==> src/design/ifs_pkg.sv <==
`timescale 1ns / 1ps

package ifs_pkg;

  // field width limit and counter widths
  localparam int MAX_FIELD_WIDTH = 512;
  localparam int CNT_W           = 10;
  localparam int CFG_W           = 10;
  localparam int CFG_IDX_W       = 2;

  // depth of the queue between front and back
  localparam int QUEUE_DEPTH = 2;
  localparam int QPTR_W      = (QUEUE_DEPTH > 1) ? $clog2(QUEUE_DEPTH) : 1;
  localparam int QCNT_W      = $clog2(QUEUE_DEPTH + 1);

  // register indexes
  localparam logic [CFG_IDX_W-1:0] REG_KIND  = 2'd0;
  localparam logic [CFG_IDX_W-1:0] REG_WIDTH = 2'd1;
  localparam logic [CFG_IDX_W-1:0] REG_DEST  = 2'd2;
  localparam logic [CFG_IDX_W-1:0] REG_SKIP  = 2'd3;

  // conversion kinds
  localparam logic [2:0] KIND_DEC  = 3'd0;
  localparam logic [2:0] KIND_AUTO = 3'd1;
  localparam logic [2:0] KIND_OCT  = 3'd2;
  localparam logic [2:0] KIND_UDEC = 3'd3;
  localparam logic [2:0] KIND_HEX  = 3'd4;
  localparam logic [2:0] KIND_BIN  = 3'd5;

  // destination sizes
  localparam logic [1:0] DEST_8  = 2'd0;
  localparam logic [1:0] DEST_16 = 2'd1;
  localparam logic [1:0] DEST_32 = 2'd2;
  localparam logic [1:0] DEST_64 = 2'd3;

  // bases
  localparam logic [4:0] BASE_2  = 5'd2;
  localparam logic [4:0] BASE_8  = 5'd8;
  localparam logic [4:0] BASE_10 = 5'd10;
  localparam logic [4:0] BASE_16 = 5'd16;

  // digit code for a character that is no digit at all
  localparam logic [4:0] NO_DIGIT = 5'd16;

  // reset value of the width register
  localparam logic [CFG_W-1:0] WIDTH_RESET = 10'd512;

  typedef struct packed {
    logic [7:0] ch;
    logic       end_of_input;
  } in_item_t;

  typedef struct packed {
    logic [63:0]      value;
    logic             valid_res;
    logic             char_consumed;
    logic [CNT_W-1:0] chars_used;
    logic             overflowed;
    logic [4:0]       base_used;
  } out_item_t;

  // classified character as it travels through the queue
  typedef struct packed {
    logic       eoi;
    logic       space;
    logic       plus;
    logic       minus;
    logic       zero;
    logic       ex;
    logic [4:0] digit;
  } cls_t;

  typedef struct packed {
    logic [2:0]       kind;
    logic [CFG_W-1:0] max_width;
    logic [1:0]       dest;
    logic             skip;
  } cfg_t;

endpackage

==> src/design/ifs_front.sv <==
`timescale 1ns / 1ps

module ifs_front (
  input  logic             in_valid_i,
  output logic             in_stall_o,
  input  ifs_pkg::in_item_t in_data_i,
  input  logic             full_i,
  output logic             push_o,
  output ifs_pkg::cls_t    cls_o
);
  import ifs_pkg::*;

  logic [7:0] c;

  assign c = in_data_i.ch;

  // hold the source off while the queue is full
  assign in_stall_o = full_i;
  assign push_o     = in_valid_i & ~full_i;

  // character classes
  always_comb begin
    cls_o.eoi   = in_data_i.end_of_input;
    cls_o.space = (c == 8'd32) || ((c >= 8'd9) && (c <= 8'd13));
    cls_o.plus  = (c == 8'h2b);
    cls_o.minus = (c == 8'h2d);
    cls_o.zero  = (c == 8'h30);
    cls_o.ex    = (c == 8'h78) || (c == 8'h58);
    if ((c >= 8'h30) && (c <= 8'h39)) begin
      cls_o.digit = 5'(c - 8'h30);
    end else if ((c >= 8'h61) && (c <= 8'h66)) begin
      cls_o.digit = 5'(c - 8'h57);
    end else if ((c >= 8'h41) && (c <= 8'h46)) begin
      cls_o.digit = 5'(c - 8'h37);
    end else begin
      cls_o.digit = NO_DIGIT;
    end
  end

endmodule

==> src/design/ifs_queue.sv <==
`timescale 1ns / 1ps

module ifs_queue (
  input  logic          clk_i,
  input  logic          rst_ni,
  input  logic          push_i,
  input  ifs_pkg::cls_t wdata_i,
  input  logic          pop_i,
  output ifs_pkg::cls_t rdata_o,
  output logic          valid_o,
  output logic          full_o
);
  import ifs_pkg::*;

  cls_t              mem_q [QUEUE_DEPTH];
  logic [QPTR_W-1:0] wr_ptr_q, wr_ptr_d;
  logic [QPTR_W-1:0] rd_ptr_q, rd_ptr_d;
  logic [QCNT_W-1:0] count_q, count_d;

  assign valid_o = (count_q != '0);
  assign full_o  = (count_q == QCNT_W'(QUEUE_DEPTH));
  assign rdata_o = mem_q[rd_ptr_q];

  // pointer and fill count update
  always_comb begin
    wr_ptr_d = wr_ptr_q;
    rd_ptr_d = rd_ptr_q;
    count_d  = count_q;
    if (push_i) begin
      wr_ptr_d = (wr_ptr_q == QPTR_W'(QUEUE_DEPTH - 1)) ? '0 : wr_ptr_q + 1'b1;
    end
    if (pop_i) begin
      rd_ptr_d = (rd_ptr_q == QPTR_W'(QUEUE_DEPTH - 1)) ? '0 : rd_ptr_q + 1'b1;
    end
    if (push_i && !pop_i) begin
      count_d = count_q + 1'b1;
    end else if (pop_i && !push_i) begin
      count_d = count_q - 1'b1;
    end
  end

  always_ff @(posedge clk_i or negedge rst_ni) begin
    if (!rst_ni) begin
      wr_ptr_q <= '0;
      rd_ptr_q <= '0;
      count_q  <= '0;
    end else begin
      wr_ptr_q <= wr_ptr_d;
      rd_ptr_q <= rd_ptr_d;
      count_q  <= count_d;
    end
  end

  // storage
  always_ff @(posedge clk_i) begin
    if (push_i) begin
      mem_q[wr_ptr_q] <= wdata_i;
    end
  end

  a_count_bound: assert property (@(posedge clk_i) disable iff (!rst_ni)
    count_q <= QCNT_W'(QUEUE_DEPTH))
    else $error("queue count beyond depth");

  a_no_pop_empty: assert property (@(posedge clk_i) disable iff (!rst_ni)
    pop_i |-> count_q != '0)
    else $error("pop from empty queue");

endmodule

==> src/design/ifs_back.sv <==
`timescale 1ns / 1ps

module ifs_back (
  input  logic               clk_i,
  input  logic               rst_ni,
  input  ifs_pkg::cfg_t      cfg_i,
  input  logic               q_valid_i,
  input  ifs_pkg::cls_t      q_data_i,
  output logic               pop_o,
  output logic               out_valid_o,
  input  logic               out_stall_i,
  output ifs_pkg::out_item_t out_data_o
);
  import ifs_pkg::*;

  typedef enum logic [2:0] {
    PH_START,
    PH_SIGNED,
    PH_ZERO,
    PH_HEXPFX,
    PH_DIGITS
  } phase_e;

  // raw result held in the output register, finished on the way out
  typedef struct packed {
    logic [63:0]      mag;
    logic             sat;
    logic             neg;
    logic             ok;
    logic             cons;
    logic [CNT_W-1:0] taken;
    logic [4:0]       base;
  } raw_t;

  function automatic logic [4:0] kind_base(input logic [2:0] k);
    logic [4:0] b;
    case (k)
      KIND_OCT: b = BASE_8;
      KIND_HEX: b = BASE_16;
      KIND_BIN: b = BASE_2;
      default:  b = BASE_10;
    endcase
    return b;
  endfunction

  phase_e           phase_q, ph_v;
  logic [CNT_W-1:0] rem_q, rem_v;
  logic [63:0]      mag_q, mag_v;
  logic             neg_q, neg_v;
  logic             sat_q, sat_v;
  logic [4:0]       base_q, base_v;
  logic [CNT_W-1:0] taken_q, taken_v;
  logic             dseen_q, dseen_v;
  logic             out_valid_q;
  raw_t             res_q;

  logic [2:0]       ek;
  logic             ek_auto;
  logic [CNT_W-1:0] rem_init;
  logic [CNT_W-1:0] rem_cur;
  logic [CNT_W-1:0] rem_dec;
  logic             take_done;
  logic             emit_v, ok_v, cons_v;
  logic             do_ns, do_dig;
  logic [67:0]      prod;
  logic [67:0]      acc;
  logic             adv;

  // effective kind, unknown codes act as signed decimal
  assign ek      = (cfg_i.kind > KIND_BIN) ? KIND_DEC : cfg_i.kind;
  assign ek_auto = (ek == KIND_AUTO);

  // width latched at field start, clamped to the field limit
  assign rem_init = (32'(cfg_i.max_width) > MAX_FIELD_WIDTH) ? CNT_W'(MAX_FIELD_WIDTH)
                                                             : cfg_i.max_width;
  assign rem_cur   = (phase_q == PH_START) ? rem_init : rem_q;
  assign rem_dec   = (rem_cur != '0) ? rem_cur - 1'b1 : '0;
  assign take_done = (rem_dec == '0);

  // one character step
  always_comb begin
    ph_v    = phase_q;
    rem_v   = rem_q;
    mag_v   = mag_q;
    neg_v   = neg_q;
    sat_v   = sat_q;
    base_v  = (phase_q == PH_START) ? kind_base(ek) : base_q;
    taken_v = taken_q;
    dseen_v = dseen_q;
    emit_v  = 1'b0;
    ok_v    = 1'b0;
    cons_v  = 1'b0;
    do_ns   = 1'b0;
    do_dig  = 1'b0;
    prod    = '0;
    acc     = '0;

    if (q_data_i.eoi) begin
      emit_v = 1'b1;
      ok_v   = dseen_q;
    end else begin
      case (phase_q)
        PH_START: begin
          if (cfg_i.skip && q_data_i.space) begin
            // leading whitespace, nothing taken
          end else if (rem_init == '0) begin
            emit_v = 1'b1;
          end else if (q_data_i.plus || q_data_i.minus) begin
            neg_v   = q_data_i.minus;
            ph_v    = PH_SIGNED;
            taken_v = taken_q + 1'b1;
            rem_v   = rem_dec;
            if (take_done) begin
              emit_v = 1'b1;
              cons_v = 1'b1;
            end
          end else begin
            do_ns = 1'b1;
          end
        end
        PH_SIGNED: begin
          do_ns = 1'b1;
        end
        PH_ZERO: begin
          if (q_data_i.ex) begin
            base_v  = BASE_16;
            dseen_v = 1'b0;
            ph_v    = PH_HEXPFX;
            taken_v = taken_q + 1'b1;
            rem_v   = rem_dec;
            if (take_done) begin
              emit_v = 1'b1;
              cons_v = 1'b1;
            end
          end else begin
            if (ek_auto) begin
              base_v = BASE_8;
            end
            do_dig = 1'b1;
          end
        end
        default: begin
          do_dig = 1'b1;
        end
      endcase
    end

    // start of the number proper, after an optional sign
    if (do_ns) begin
      if ((ek_auto || (ek == KIND_HEX)) && q_data_i.zero) begin
        dseen_v = 1'b1;
        ph_v    = PH_ZERO;
        taken_v = taken_q + 1'b1;
        rem_v   = rem_dec;
        if (take_done) begin
          if (ek_auto) begin
            base_v = BASE_8;
          end
          emit_v = 1'b1;
          ok_v   = 1'b1;
          cons_v = 1'b1;
        end
      end else begin
        if (ek_auto) begin
          base_v = BASE_10;
        end
        do_dig = 1'b1;
      end
    end

    // digit accumulate: shift-add by the base, carry out means saturation
    case (base_v)
      BASE_2:  prod = {4'd0, mag_q} << 1;
      BASE_8:  prod = {4'd0, mag_q} << 3;
      BASE_16: prod = {4'd0, mag_q} << 4;
      default: prod = ({4'd0, mag_q} << 3) + ({4'd0, mag_q} << 1);
    endcase
    acc = prod + 68'(q_data_i.digit);

    if (do_dig) begin
      if (q_data_i.digit >= base_v) begin
        emit_v = 1'b1;
        ok_v   = dseen_v;
      end else begin
        if (!sat_q) begin
          if (acc[67:64] != 4'd0) begin
            sat_v = 1'b1;
          end else begin
            mag_v = acc[63:0];
          end
        end
        dseen_v = 1'b1;
        ph_v    = PH_DIGITS;
        taken_v = taken_q + 1'b1;
        rem_v   = rem_dec;
        if (take_done) begin
          emit_v = 1'b1;
          ok_v   = 1'b1;
          cons_v = 1'b1;
        end
      end
    end
  end

  // a step that gives a result waits for room in the output register
  assign adv   = q_valid_i && (!emit_v || !out_valid_q || !out_stall_i);
  assign pop_o = adv;

  always_ff @(posedge clk_i or negedge rst_ni) begin
    if (!rst_ni) begin
      phase_q     <= PH_START;
      rem_q       <= '0;
      mag_q       <= '0;
      neg_q       <= 1'b0;
      sat_q       <= 1'b0;
      base_q      <= BASE_10;
      taken_q     <= '0;
      dseen_q     <= 1'b0;
      out_valid_q <= 1'b0;
      res_q       <= '0;
    end else begin
      if (out_valid_q && !out_stall_i) begin
        out_valid_q <= 1'b0;
      end
      if (adv) begin
        if (emit_v) begin
          out_valid_q <= 1'b1;
          res_q.mag   <= mag_v;
          res_q.sat   <= sat_v;
          res_q.neg   <= neg_v;
          res_q.ok    <= ok_v;
          res_q.cons  <= cons_v;
          res_q.taken <= taken_v;
          res_q.base  <= base_v;
          phase_q     <= PH_START;
          rem_q       <= '0;
          mag_q       <= '0;
          neg_q       <= 1'b0;
          sat_q       <= 1'b0;
          base_q      <= kind_base(ek);
          taken_q     <= '0;
          dseen_q     <= 1'b0;
        end else begin
          phase_q <= ph_v;
          rem_q   <= rem_v;
          mag_q   <= mag_v;
          neg_q   <= neg_v;
          sat_q   <= sat_v;
          base_q  <= base_v;
          taken_q <= taken_v;
          dseen_q <= dseen_v;
        end
      end
    end
  end

  // signed or unsigned saturation, negation and truncation to the destination
  logic [63:0] val;
  logic        ovf;
  logic [63:0] neg_mag;

  assign neg_mag = 64'd0 - res_q.mag;

  always_comb begin
    val = '0;
    ovf = 1'b0;
    if (res_q.ok) begin
      if (ek == KIND_DEC || ek_auto) begin
        if (res_q.neg) begin
          if (res_q.sat || (res_q.mag > 64'h8000_0000_0000_0000)) begin
            val = 64'h8000_0000_0000_0000;
            ovf = 1'b1;
          end else begin
            val = neg_mag;
          end
        end else begin
          if (res_q.sat || res_q.mag[63]) begin
            val = 64'h7fff_ffff_ffff_ffff;
            ovf = 1'b1;
          end else begin
            val = res_q.mag;
          end
        end
      end else begin
        if (res_q.sat) begin
          val = '1;
          ovf = 1'b1;
        end else begin
          val = res_q.neg ? neg_mag : res_q.mag;
        end
      end
      case (cfg_i.dest)
        DEST_8:  val = {56'd0, val[7:0]};
        DEST_16: val = {48'd0, val[15:0]};
        DEST_32: val = {32'd0, val[31:0]};
        default: val = val;
      endcase
    end
  end

  assign out_valid_o              = out_valid_q;
  assign out_data_o.value         = val;
  assign out_data_o.valid_res     = res_q.ok;
  assign out_data_o.char_consumed = res_q.cons;
  assign out_data_o.chars_used    = res_q.taken;
  assign out_data_o.overflowed    = ovf;
  assign out_data_o.base_used     = res_q.base;

  a_start_clean: assert property (@(posedge clk_i) disable iff (!rst_ni)
    phase_q == PH_START |-> taken_q == '0 && !dseen_q && mag_q == '0)
    else $error("field state not cleared at field start");

  a_digits_seen: assert property (@(posedge clk_i) disable iff (!rst_ni)
    phase_q == PH_DIGITS |-> dseen_q && taken_q != '0)
    else $error("digit phase without a digit taken");

  a_result_held: assert property (@(posedge clk_i) disable iff (!rst_ni)
    out_valid_q && out_stall_i |=> out_valid_q && $stable(res_q))
    else $error("stalled result word lost or changed");

endmodule

==> src/design/integer_field_scanner_core.sv <==
`timescale 1ns / 1ps

// a terminating word is first stored in the queue, then the back-end step writes its result
// word into the output register; throughput: one character word per cycle unless a result
// waits on a stalled output, and the back-end step is one shift-add per cycle
// a two-entry queue decouples the classifier from the back end, an output register holds results
// reset: asynchronous active low; registers return to kind 0, width 512, size 32, skip on,
// the scanner waits for a new field and queue and output are empty
module integer_field_scanner_core (
  input  logic                           clk_i,
  input  logic                           rst_ni,
  input  logic                           cfg_we_i,
  input  logic [ifs_pkg::CFG_IDX_W-1:0]  cfg_idx_i,
  input  logic [ifs_pkg::CFG_W-1:0]      cfg_wdata_i,
  input  logic                           in_valid_i,
  output logic                           in_stall_o,
  input  ifs_pkg::in_item_t              in_data_i,
  output logic                           out_valid_o,
  input  logic                           out_stall_i,
  output ifs_pkg::out_item_t             out_data_o
);
  import ifs_pkg::*;

  cfg_t cfg_q;
  logic push;
  cls_t push_cls;
  logic q_full;
  logic q_valid;
  cls_t q_data;
  logic pop;

  // configuration registers
  always_ff @(posedge clk_i or negedge rst_ni) begin
    if (!rst_ni) begin
      cfg_q.kind      <= KIND_DEC;
      cfg_q.max_width <= WIDTH_RESET;
      cfg_q.dest      <= DEST_32;
      cfg_q.skip      <= 1'b1;
    end else if (cfg_we_i) begin
      case (cfg_idx_i)
        REG_KIND:  cfg_q.kind      <= cfg_wdata_i[2:0];
        REG_WIDTH: cfg_q.max_width <= cfg_wdata_i;
        REG_DEST:  cfg_q.dest      <= cfg_wdata_i[1:0];
        REG_SKIP:  cfg_q.skip      <= cfg_wdata_i[0];
        default:   cfg_q           <= cfg_q;
      endcase
    end
  end

  ifs_front u_front (
    .in_valid_i (in_valid_i),
    .in_stall_o (in_stall_o),
    .in_data_i  (in_data_i),
    .full_i     (q_full),
    .push_o     (push),
    .cls_o      (push_cls)
  );

  ifs_queue u_queue (
    .clk_i   (clk_i),
    .rst_ni  (rst_ni),
    .push_i  (push),
    .wdata_i (push_cls),
    .pop_i   (pop),
    .rdata_o (q_data),
    .valid_o (q_valid),
    .full_o  (q_full)
  );

  ifs_back u_back (
    .clk_i       (clk_i),
    .rst_ni      (rst_ni),
    .cfg_i       (cfg_q),
    .q_valid_i   (q_valid),
    .q_data_i    (q_data),
    .pop_o       (pop),
    .out_valid_o (out_valid_o),
    .out_stall_i (out_stall_i),
    .out_data_o  (out_data_o)
  );

endmodule

==> config.mk <==
export PLATFORM = sky130hd
export DESIGN_NAME = integer_field_scanner_core
export DESIGN_NICKNAME = d
export VERILOG_FILES = /design/src/design/ifs_pkg.sv /design/src/design/ifs_front.sv /design/src/design/ifs_queue.sv /design/src/design/ifs_back.sv /design/src/design/integer_field_scanner_core.sv
export SDC_FILE = /design/constraint.sdc
export NUM_CORES = 1
export LEC_CHECK = 0
export BUFFER_PORTS_ARGS = -buffer_cell sky130_fd_sc_hd__buf_4
export CAP_MARGIN = 25
export CORE_ASPECT_RATIO = 0.7
export CORE_MARGIN = 5
export CORE_UTILIZATION = 44
export CTS_CLUSTER_DIAMETER = 30
export DETAILED_ROUTE_END_ITERATION = 8
export HOLD_SLACK_MARGIN = 0.08
export PLACE_DENSITY = 0.59
export SYNTH_ARGS = -nofsm -noshare
export SYNTH_HDL_FRONTEND = slang
export SYNTH_HIERARCHICAL = 1
export SYNTH_SLANG_ARGS = --single-unit
==> constraint.sdc <==
create_clock -name clk_i -period 10 [get_ports clk_i]
set_input_delay 1.5 -clock clk_i [delete_from_list [all_inputs] [get_ports clk_i]]
set_output_delay 1.5 -clock clk_i [all_outputs]
set_load 0.02 [all_outputs]
==> reports/results.ini <==
[cts]
cts-root-buf=clkbuf_16
clk_latency_ns=0.54
clockBufferDepth=3
cts_buffers=41
cts_setup_buffers=0
cts_max_level=2
clk_pin_slew_ns=0.05
cts_tree=done
post_cts_resized=0
hold_buffers=0
cts.sinks=221

[sta]
rsz0062_at_grt=no
worst_pin_slew_ns=1.077
hold_viol=0
drv_slew=0
setup_viol=0
setup_ws_ns=1.204
min_period_ns=8.796
fin_crit_sh_pct=87.96
timing.fmax_mhz=113.7
setup-tns-final_ns=0
worst_clock_skew_ns=0.02108
slew_headroom_pct=27.73

[layout]
stdcell_count=3262
multiInputGateArea_mm2=0.01448
nets=2716
seq_area_mm2=0.005650
final_cell_area_mm2=0.02368
layout-area-overhead-vs-synth_pct=11.48
fill_cells=4599
antennaDiodeCount=0
post_route_cells_drive_above_1_share_pct=12.80

[die]
io_pins=110
initial_core_util_pct=44.46
design.die.area_mm2=0.05284
fp-row-count=67
die_x_um=272.6
die_h_um=193.8
core_area_mm2=0.04778

[yosys]
synth_seq_area_share_pct=26.58
synth-main-ff-cell=dfrtp_1
synth_area_leaders=dfrtp_1 (23%), nand2_1 (4.7%), ha_1 (4.7%), a21oi_1 (4.3%), mux2i_1 (3.7%)
yosysUniqueCellTypes=109
netlist_top_cells_count=nand2_1 (268), nor2_1 (195), dfrtp_1 (194)
synth_top_cell_by_area=dfrtp_1
ys_ff_latch=221
avgSynthCellArea_um2=8.142
synth_cells=2609
netlist_area_mm2=0.02124
synth_edf_count=22
syn-num-nets=2717
async_reset_ff_share_pct=90.05
synth_top_area_share_pct=22.85
yosysWarnings=6
synth_most_common_cell=nand2_1

[power]
pwr_density_cell_mw_per_mm2=277.0
switching_power_mw=3.328
p_seq_share_pct=22.4
p_comb_share_pct=56.2
intPower_mw=3.232
p_leak_nw=9.710
ir_drop_v=0.0001731
switching_share_pct=50.73
power.share.clock_pct=21.5

[route]
drt-pass1-iter-count=6
met1_length_mm=36.85
vias=21444
drc=0
met2WireLength_mm=32.17
wire_per_inst_um=23.72
vias_per_cell=6.574
ant_nets=0
met3_length_mm=6.612
wl_mm=77.38
top_layer=met4
initialDrtViolationCount=2394

[setup_path]
worstSetupPathType=reg -> out
cp.required_ns=8.50
reg2reg_to=u_back/mag_q[6]$_DFFE_PN0P_
cp_cell_sequence=or4_1 > and4bb_1 > nand2_1 > or4b_1 > or2_2 > or4_1 > nor3_1 > nand3_1 > nor3_1 > nand2_1 > or3_1 > o21a_1 > o21ai_4 > o211ai_1 > a221oi_1 > buf_4
crit_cells=16
crit_start=u_back/res_q[30]$_DFFE_PN0P_
worst-path-buf-inv=1
r2r-start=u_queue/rd_ptr_q$_DFFE_PN0P_
endpoint=out_data_o[45]
max_stage_delay_ns=0.78
critPathCaptureType=output port
cp-start-kind=flop
crit_arrival_ns=7.30
worst-r2r-setup-slack_ns=1.34
cp_top_family=simple AND/OR/NAND/NOR gates
crit_fanout=31
rr_worst_depth=20
crit_slowest_cell=a221oi_1

[placement]
portBuffers=109
place_area_mm2=0.02223
placed_cells=3182
dp_slack_ns=1.519
gp_congestion=0.9755
dp_hpwl_mm=58.07

[run]
cap_violations=0

[grt]
grt_util_all_layers_pct=28.10
grt_max_degree=78
grt-ovfl-total=0
grt_pass1_vias=19915
antenna_found_initial=0
grt_pass1_wl_mm=120.8

[min_path]
hp-class=reg -> reg

[outcome]
status=complete, no violations

## worst min path at each step
stage	start	end	slack (ns)	cells past startpoint
floorplan	u_back/dseen_q$_DFFE_PN0P_	u_back/dseen_q$_DFFE_PN0P_	0.44	2
global placement	u_back/out_data_o[11]$_DFFE_PN0P_	u_back/out_data_o[11]$_DFFE_PN0P_	0.46	2
detailed placement	u_back/base_q[1]$_DFFE_PN1P_	u_back/base_q[1]$_DFFE_PN1P_	0.47	2
CTS	u_back/base_q[1]$_DFFE_PN1P_	u_back/base_q[1]$_DFFE_PN1P_	0.48	2
global route	u_queue/wr_ptr_q$_DFFE_PN0P_	u_queue/wr_ptr_q$_DFFE_PN0P_	0.49	1
finish	u_back/base_q[1]$_DFFE_PN1P_	u_back/base_q[1]$_DFFE_PN1P_	0.48	2
## layer usage
layer  global-route usage [%]  vias to the layer above
met2                    40.32                      990
met5                        0                        -
met4                    6.288                        0
met1                    43.66                    10479
li1                         -                     9865
met3                    5.035                      110
## placed cells by master (no fill, tap or decap), types with 20 or more instances in the layout
cell and n:
a21o_1 63, mux2_2 33, a31oi_1 29, ha_1 80, o311ai_1 28, a21oi_1 184, o211ai_1 58, and3_1 21
nand3_1 115, dfrtp_1 193, mux2i_1 79, clkbuf_16 43, edfxtp_1 22, o21a_1 20, inv_1 51, o21ai_0 146
or3_1 28, nand2_1 268, xnor2_1 79, nor2_1 192, buf_4 143, nor3_1 62, a22o_1 75, a211oi_1 40
o31ai_1 21, nand4_1 33, xor2_1 86, a221oi_1 39, o2bb2ai_1 22
## logic make-up after synthesis
| family | after synthesis | share of synthesized area (%) |
|---|---|---|
| and+or+nand+nor | 873 | 20.14 |
| AOI/OAI and AO/OA | 884 | 28.83 |
| buffers and inverters | 246 | 5.590 |
| DFF | 221 | 26.58 |
| muxes | 136 | 7.080 |
| adders and majority gates | 82 | 4.900 |
| xor gates and xnor gates | 167 | 6.885 |
## state kept, by name, indices dropped and copies added (netlist names)
| register | flops |
|---|---|
| u_queue/rd_ptr_q | 1 |
| u_back/taken_q | 10 |
| cfg_q | 16 |
| u_queue/count_q | 2 |
| u_queue/wr_ptr_q | 1 |
| u_back/dseen_q | 1 |
| u_back/sat_q | 1 |
| u_queue/mem_q | 22 |
| u_back/mag_q | 64 |
| u_back/out_data_o | 17 |
| u_back/base_q | 5 |
| u_back/out_valid_o | 1 |
| u_back/res_q | 66 |
| u_back/neg_q | 1 |
| u_back/phase_q | 3 |
| u_back/rem_q | 10 |
## power by group through the flow
stage,combinational (mW),sequential [mW],clock (mW)
after floorplan,2.66,1.28,0
after global placement,3.53,1.47,0
after detailed placement,3.57,1.47,0
after CTS,3.59,1.46,1.43
after global routing,3.96,1.50,1.48
final,3.68,1.47,1.41
## cell type report
type | count | share of cell area (%)
sequential | 221 | 23.86
timing repair buffer | 149 | 4.993
tap | 621 | 3.281
clock buffer | 51 | 4.713
inverter | 53 | 0.8401
clock inverter | 25 | 1.157
multi-input combinational | 2142 | 61.16
## worst reg2reg max path, stage by stage (launching register included)
cell,delay [ns]
dfrtp_1,0.75
mux2_4,0.44
nor3_2,0.66
nand3_1,0.16
a21oi_1,0.44
or2_0,0.79
nor3_1,0.15
or2_2,0.39
o21a_1,0.32
buf_4,0.38
o311ai_1,0.57
nand4_1,0.23
nor3b_1,0.48
nand3_1,0.35
nor4_1,0.40
mux2_1,0.38
and4b_4,0.35
buf_12,0.39
o21ai_4,0.17
buf_4,0.37
a22o_1,0.37
## stage by stage
step                      total power [mW]  hold WS (ns)  util, %
after floorplan                      3.938        0.4436        -
after global placement               4.993        0.4624    46.52
after detailed placement             5.047        0.4704    46.52
after CTS                            6.482        0.4774    49.43
after global routing                 6.938        0.4926    49.56
final                                6.560        0.4752    49.56
(Power assumes the default switching activity.)
